===== src/hw/rtl/urb_pkg.sv =====
// ----------------------------------------------------------------------------
// urb_pkg
// Types, sizes and codes shared by the uart ring buffer controller modules.
// ----------------------------------------------------------------------------
package urb_pkg;

  localparam int CHANNELS = 4;
  localparam int RX_DEPTH = 64;
  localparam int TX_DEPTH = 64;

  localparam int CH_W  = (CHANNELS > 1) ? $clog2(CHANNELS) : 1;
  localparam int RX_PW = $clog2(RX_DEPTH);
  localparam int TX_PW = $clog2(TX_DEPTH);
  localparam int RX_FW = $clog2(RX_DEPTH + 1);
  localparam int TX_FW = $clog2(TX_DEPTH + 1);
  localparam int RX_AW = $clog2(CHANNELS * RX_DEPTH);
  localparam int TX_AW = $clog2(CHANNELS * TX_DEPTH);

  localparam int SIZE_W = 7;
  localparam logic [SIZE_W-1:0] SIZE_RESET = 7'd64;

  localparam int CFG_IDX_W = 2;
  localparam logic [CFG_IDX_W-1:0] CFG_RX_SIZE = 2'd0;
  localparam logic [CFG_IDX_W-1:0] CFG_TX_SIZE = 2'd1;

  localparam logic [2:0] FUNC_PUT     = 3'd0;
  localparam logic [2:0] FUNC_GET     = 3'd1;
  localparam logic [2:0] FUNC_RX_BYTE = 3'd2;
  localparam logic [2:0] FUNC_TX_DONE = 3'd3;
  localparam logic [2:0] FUNC_CLEAR   = 3'd4;

  typedef struct packed {
    logic [2:0] func;
    logic [1:0] channel;
    logic [7:0] byte_in;
    logic       frame_error;
    logic       parity_error;
  } urb_item_t;

  typedef struct packed {
    logic       accepted;
    logic [7:0] read_byte;
    logic       send_valid;
    logic [7:0] send_byte;
    logic       tx_busy;
    logic       rx_empty;
  } urb_result_t;

  // controller to datapath
  typedef struct packed {
    logic latch;
    logic exec;
    logic pop_tx;
    logic pop_rx;
    logic cap_tx;
    logic cap_rx;
  } urb_cmd_t;

  // datapath to controller
  typedef struct packed {
    logic need_read;
    logic read_rx;
  } urb_stat_t;

endpackage


===== src/hw/rtl/urb_ctrl.sv =====
// ----------------------------------------------------------------------------
// urb_ctrl
// Sequencer: accept, update pointers, optional ring read, result strobe.
// ----------------------------------------------------------------------------
module urb_ctrl (
  input  logic              clk,
  input  logic              rst,
  input  logic              start,
  output logic              busy,
  output logic              done,
  output urb_pkg::urb_cmd_t cmd,
  input  urb_pkg::urb_stat_t stat
);
  import urb_pkg::*;

  localparam logic [2:0] S_IDLE    = 3'd0;
  localparam logic [2:0] S_EXEC    = 3'd1;
  localparam logic [2:0] S_RD_TX   = 3'd2;
  localparam logic [2:0] S_RD_RX   = 3'd3;
  localparam logic [2:0] S_DATA_TX = 3'd4;
  localparam logic [2:0] S_DATA_RX = 3'd5;
  localparam logic [2:0] S_DONE    = 3'd6;

  logic [2:0] state;
  logic [2:0] state_next;

  assign busy = (state != S_IDLE) && (state != S_DONE);
  assign done = (state == S_DONE);

  always_comb begin
    cmd        = '0;
    cmd.latch  = start && !busy;
    cmd.exec   = (state == S_EXEC);
    cmd.pop_tx = (state == S_RD_TX);
    cmd.pop_rx = (state == S_RD_RX);
    cmd.cap_tx = (state == S_DATA_TX);
    cmd.cap_rx = (state == S_DATA_RX);
  end

  always_comb begin
    state_next = state;
    case (state)
      S_IDLE, S_DONE: begin
        state_next = start ? S_EXEC : S_IDLE;
      end
      S_EXEC: begin
        if (!stat.need_read) begin
          state_next = S_DONE;
        end else if (stat.read_rx) begin
          state_next = S_RD_RX;
        end else begin
          state_next = S_RD_TX;
        end
      end
      S_RD_TX:   state_next = S_DATA_TX;
      S_RD_RX:   state_next = S_DATA_RX;
      S_DATA_TX: state_next = S_DONE;
      S_DATA_RX: state_next = S_DONE;
      default:   state_next = S_IDLE;
    endcase
  end

  always_ff @(posedge clk) begin
    if (rst) begin
      state <= S_IDLE;
    end else begin
      state <= state_next;
    end
  end

endmodule


===== config.mk =====
export PLATFORM = sky130hd
export DESIGN_NAME = urb_ctrl
export DESIGN_NICKNAME = d
export VERILOG_FILES = /design/src/hw/rtl/urb_pkg.sv /design/src/hw/rtl/urb_ctrl.sv
export SDC_FILE = /design/constraint.sdc
export NUM_CORES = 1
export LEC_CHECK = 0
export ABC_AREA = 1
export BUFFER_PORTS_ARGS = -buffer_cell sky130_fd_sc_hd__clkbuf_2
export CAP_MARGIN = 10
export CORE_AREA = 2 2 39 41
export CTS_CLUSTER_DIAMETER = 80
export DETAILED_ROUTE_END_ITERATION = 8
export DIE_AREA = 0 0 41 43
export GPL_TIMING_DRIVEN = 0
export PLACE_DENSITY_LB_ADDON = 0.25
export SKIP_CTS_REPAIR_TIMING = 1
export SYNTH_ARGS = -nofsm -noshare
export SYNTH_HDL_FRONTEND = slang
export SYNTH_SLANG_ARGS = --single-unit

===== constraint.sdc =====
create_clock -name clk -period 1.5 [get_ports clk]
set_input_delay 0.3 -clock clk [delete_from_list [all_inputs] [get_ports clk]]
set_output_delay 0.3 -clock clk [all_outputs]
set_load 0.02 [all_outputs]

==> results_dict.tcl, run 1 <==
set metrics [dict create \
    largest_reg_flops 3 \
    synthCells 30 \
    cp_slowest_stage_delay_ps 370 \
    cts_tree "built" \
    cp_cell_sequence "inv_2 > nand3_1 > nand2_1 > nand2_1 > inv_1 > buf_4" \
    skew_ps 1.375 \
    power_frac_comb_pct 44.8 \
    dr.pass1.iters 4 \
    grt_max_degree 7 \
    switchingPower_mw 0.2094 \
    postSynthAreaPerCell_um2 6.339 \
    syn_nets 35 \
    netlist.area_leader.share_pct 31.58 \
    io_pins 13 \
    status "completed" \
    preCtsSetupSlack_ps 219.8 \
    setup_viol 0 \
    gp_congestion 0.6145 \
    start_util_pct 13.74 \
    power_density_mw_per_mm2 1561 \
    ys_ff_latch 3 \
    seqPwrFrac_pct 26.9 \
    area_growth_pct 65.79 \
    cts_inserted_buffers 3 \
    nNetsFinal 53 \
    power.total_mw 0.4921 \
    via_per_inst 3.794 \
    crit_path_start_kind "flop" \
    top_regs "state: 3 flops" \
    cellInternalPower_mw 0.2827 \
    grt_pass1_vias 222 \
    cpMostUsedCell "nand2_1" \
    wl_um 473 \
    place.port_buffers 12 \
    clkSinkCount 3 \
    grt_busiest_layer "met2" \
    clkPwrFrac_pct 28.2 \
    setup_ws_ps 101.7 \
    clk_path_buf_depth 2 \
    drv_slew 0 \
    fin_util_pct 22.78 \
    maxCapViolations 0 \
    cp-end-kind "primary output" \
    synth_cell_types 11 \
    min_path_type "primary input to flop" \
    synth_seq_area_share_pct 31.58 \
    layout_min_cycle_time_ps 1398 \
    p_leak_nw 0.1768 \
    wl_per_cell_um 7.508 \
    cp.required_ps 1200 \
    yosys.area.top_type "dfxtp_1" \
    met3_usage_pct 3.141 \
    core_mm2 0.001384 \
    hold_viol 0 \
    multi_input_area_um2 103.9 \
    cts-root-buf "clkbuf_4" \
    die_y_um 43 \
    use_met2_pct 8.750 \
    syn-cell-area_um2 190.2 \
    post-route-drc-count 0 \
    register_area_um2 66.31 \
    htree_levels 1 \
    clk_pin_slew_worst_paths_ps 40 \
    setup_tns_ps 0 \
    grt_pass1_wl_um 779 \
    clk-insertion-delay-late_ps 230 \
    grt_overflow_total 0 \
    yosys-top-cells-area "dfxtp_1 (32%), nor2_1 (12%), inv_1 (9.9%), nor3_4 (8.6%), nand3_1 (7.9%)" \
    postRouteAntennaNets 0 \
    period_share_pct 93.22 \
    die_width_um 41 \
    vias 239 \
    critPathSlowestCell "dfxtp_2" \
    antenna_cells 0 \
    ys_warn_count 0 \
    nFillCells 169 \
    drive_gt1_share_pct 53.19 \
    crit_fanout 6 \
    max_freq_mhz 715.2 \
    cp.arrival_ps 1100 \
    track_usage_pct 7.035 \
    rows 14 \
    antenna_found_initial 0 \
    slew_headroom_pct 89.51 \
    drt_iter0_drc 2 \
    critical_path_class "flop to primary output" \
    tightest_slew_ps 156.2 \
    regMostFlops "state" \
    hpwl_um 385.3 \
    fin_hold_ws_ps 260.4 \
    design.die.area_mm2 0.001763 \
    ir_drop_uv 349.4 \
    switching_share_pct 42.55 \
    use_met1_pct 7.742 \
]
==> final cells by class <==
type	count	share of cell area [%]
Clock buffer	4	8.333
Inverter	7	9.127
Multi-Input combinational cell	20	32.94
Sequential cell	3	21.03
Tap cell	16	6.349
Timing Repair Buffer	13	22.22
==> Yosys cell counts <==
master / instances
nor3_1: 3
dfxtp_1: 3
a21oi_2: 1
nand3_1: 3
inv_2: 2
a21oi_1: 1
nor3_4: 1
nor2_1: 6
nand2_1: 4
inv_1: 5
nor2_2: 1
==> worst max-delay path, delay by kind of cell (launching register included) <==
family / cells / cell delay (ps)
flip-flops: 1 / 370
buffers and inverters: 3 / 270
AND/OR/NAND/NOR: 3 / 240
==> through the flow <==
stage               std cells  instance area [um^2]
finish                     63                 315.3
global route               63                 315.3
CTS                        62                 296.5
detailed placement         58                 270.3
global placement           58                 270.3
floorplan                  30                 190.2
==> cells by family after synthesis <==
logic type / after synthesis / share of synthesized area, %
compound gates: 2 / 7.235
buf+inv: 7 / 13.82
flops: 3 / 31.58
simple gates: 18 / 47.37
==> cell usage in the layout (no fill, tap or decap), types with 2 or more instances in the layout <==
| cell type | n |
|---|---|
| clkbuf_2 | 10 |
| nor2_1 | 6 |
| nand2_1 | 4 |
| inv_1 | 4 |
| nand3_1 | 3 |
| nor3_1 | 3 |
| clkbuf_4 | 3 |
| inv_2 | 2 |
| buf_4 | 2 |
| dfxtp_2 | 2 |
==> final timing paths <==
| check | start | end | slack (ps) | cells after the start |
|---|---|---|---|---|
| max | state[2]$_SDFF_PP0_ | cmd[5] | 100 | 6 |
| min reg2reg | state[1]$_SDFF_PP0_ | state[2]$_SDFF_PP0_ | 520 | 2 |
| max reg2reg | state[2]$_SDFF_PP0_ | state[0]$_SDFF_PP0_ | 600 | 5 |
| min | rst | state[0]$_SDFF_PP0_ | 260 | 2 |
==> power by group through the flow <==
stage | sequential, mW | clock, mW | combinational [mW]
global route | 0.136 | 0.155 | 0.249
detailed placement | 0.126 | 0 | 0.211
global placement | 0.126 | 0 | 0.211
floorplan | 0.121 | 0 | 0.152
finish | 0.133 | 0.139 | 0.221
CTS | 0.124 | 0.145 | 0.211
==> routing by layer <==
| metal | vias up | part of all wire [%] |
|---|---|---|
| met1 | 107 | 40 |
| li1 | 128 | - |
| met3 | 0 | 5.5 |
| met4 | 0 | 0 |
| met5 | - | 0 |
| met2 | 4 | 54 |
(Power assumes the default switching activity.)
==> inputs of run 2 (changes only) <==
- CELL_PAD_IN_SITES_DETAIL_PLACEMENT: not set -> 0
- CELL_PAD_IN_SITES_GLOBAL_PLACEMENT: not set -> 1
==> run 2 against run 1 <==
Against the previous run:
- critical path depth down 2
- register-to-register slack lost 30 ps
- global-route usage down 0.50 points
- first-iteration DRC count decreased by 100%
- critical path type unchanged
==> results_dict.tcl, run 2 (synthesized netlist as in run 1, its figures left out) <==
set metrics [dict create \
    critical_path_class "flop to primary output" \
    drv_slew 0 \
    dp.cells 58 \
    p_leak_nw 0.1770 \
    clk_pin_slew_worst_paths_ps 40 \
    preCtsSetupSlack_ps 217.6 \
    fin_util_pct 23.15 \
    grt_max_degree 7 \
    min_from "rst" \
    clkSinkCount 3 \
    antenna_cells 0 \
    maxCapViolations 0 \
    drt_iter0_drc 0 \
    cp.arrival_ps 1100 \
    dr.pass1.iters 1 \
    cts_inserted_buffers 3 \
    mostFrequentLayoutCell "clkbuf_2" \
    slew_headroom_pct 88.67 \
    regMostFlops "state" \
    htree_levels 1 \
    drive_gt1_share_pct 53.19 \
    via_per_inst 3.825 \
    use_met1_pct 7.419 \
    grt_pass1_wl_um 745 \
    io_pins 13 \
    cp_slowest_stage_delay_ps 350 \
    clk_path_buf_depth 2 \
    start_util_pct 13.74 \
    wl_per_cell_um 7.889 \
    layout_min_cycle_time_ps 1403 \
    crit_path_start_kind "flop" \
    power_density_mw_per_mm2 1567 \
    grt_overflow_total 0 \
    vias 241 \
    wl_um 497 \
    hold_viol 0 \
    cts-root-buf "clkbuf_4" \
    top_regs "state: 3 flops" \
    status "completed" \
    reg2reg_to "state[0]$_SDFF_PP0_" \
    postRouteAntennaNets 0 \
    use_met2_pct 8.438 \
    skew_ps 1.095 \
    tightest_slew_ps 169.4 \
    gp_congestion 0.6237 \
    instances_no_fill 63 \
    nNetsFinal 53 \
    setup_viol 0 \
    layout_common_cells "clkbuf_2 (11), nor2_1 (6), nand2_1 (4), inv_1 (4)" \
    critical_path.endpoint "cmd[2]" \
    die_width_um 41 \
    power.total_mw 0.5020 \
    period_share_pct 93.52 \
    antenna_found_initial 0 \
    crit_fanout 4 \
    clk-insertion-delay-late_ps 230 \
    largest_reg_flops 3 \
    hpwl_um 379.4 \
    critical_path.startpoint "state[0]$_SDFF_PP0_" \
    post-route-drc-count 0 \
    fin_hold_ws_ps 256.4 \
    rows 14 \
    area_growth_pct 68.42 \
    max_freq_mhz 712.9 \
    cp.required_ps 1200 \
    setup_ws_ps 97.24 \
    place.port_buffers 12 \
    critPathSlowestCell "dfxtp_2" \
    min_path_type "primary input to flop" \
    grt_pass1_vias 204 \
    core_mm2 0.001384 \
    cts_tree "built" \
    track_usage_pct 6.533 \
    cp_cell_sequence "inv_2 > buf_4 > nor3_4 > clkbuf_2" \
    cp-end-kind "primary output" \
    ir_drop_uv 389.0 \
    grt_busiest_layer "met2" \
    fin_area_um2 320.3 \
    met3_usage_pct 4.712 \
    worstReg2RegStart "state[1]$_SDFF_PP0_" \
    die_y_um 43 \
    rsz0062_at_grt "no" \
    setup_tns_ps 0 \
    post_dp_cell_area_um2 270.3 \
    r2r_setup_slack_ps 570 \
    reg2regPathDepth 5 \
    holdPathStages 2 \
    design.die.area_mm2 0.001763 \
]
==> run 2: cell count changes in the layout (fill, tap and decap cells not counted) <==
cell      change
inv_4         +1
dfxtp_4       +1
clkbuf_2      +1
dfxtp_2       -1
inv_2         -1
buf_2         -1
==> run 2: critical path: cells and delay by family (launching register included) <==
kind / cells / cell delay [ps]
buffers and inverters: 3 / 390
AND/OR/NAND/NOR: 1 / 140
flip-flops: 1 / 350
==> run 2: power breakdown <==
part           switching (mW)  internal, mW  leakage [nW]  total (mW)
Combinational           0.142        0.0807         0.136       0.223
Sequential             0.0320         0.106        0.0264       0.138
Clock                  0.0419        0.0997        0.0150       0.142
Total                   0.216         0.286         0.177       0.502
==> run 2: how the worst min path moves through the flow <==
stage	end	slack (ps)
2_1_floorplan	state[0]$_SDFF_PP0_	360
3_3_place_gp	state[0]$_SDFF_PP0_	510
3_5_place_dp	state[0]$_SDFF_PP0_	510
4_1_cts	state[0]$_SDFF_PP0_	260
5_1_grt	state[0]$_SDFF_PP0_	260
6_report	state[0]$_SDFF_PP0_	260
==> run 2: cell type report <==
cell class | instances | area (um^2)
clock buffers | 4 | 26.28
inverters | 7 | 31.28
multi-input cells | 20 | 103.9
well taps | 16 | 20.02
flip-flops and latches | 3 | 68.82
fillers | 170 | 1064
repair buffers | 13 | 70.07
==> run 2: layer usage <==
metal | part of all wire [%] | up-vias
met5 | 0 | -
met4 | 0 | 0
met3 | 9.5 | 0
met2 | 48 | 8
met1 | 42 | 107
li1 | - | 126
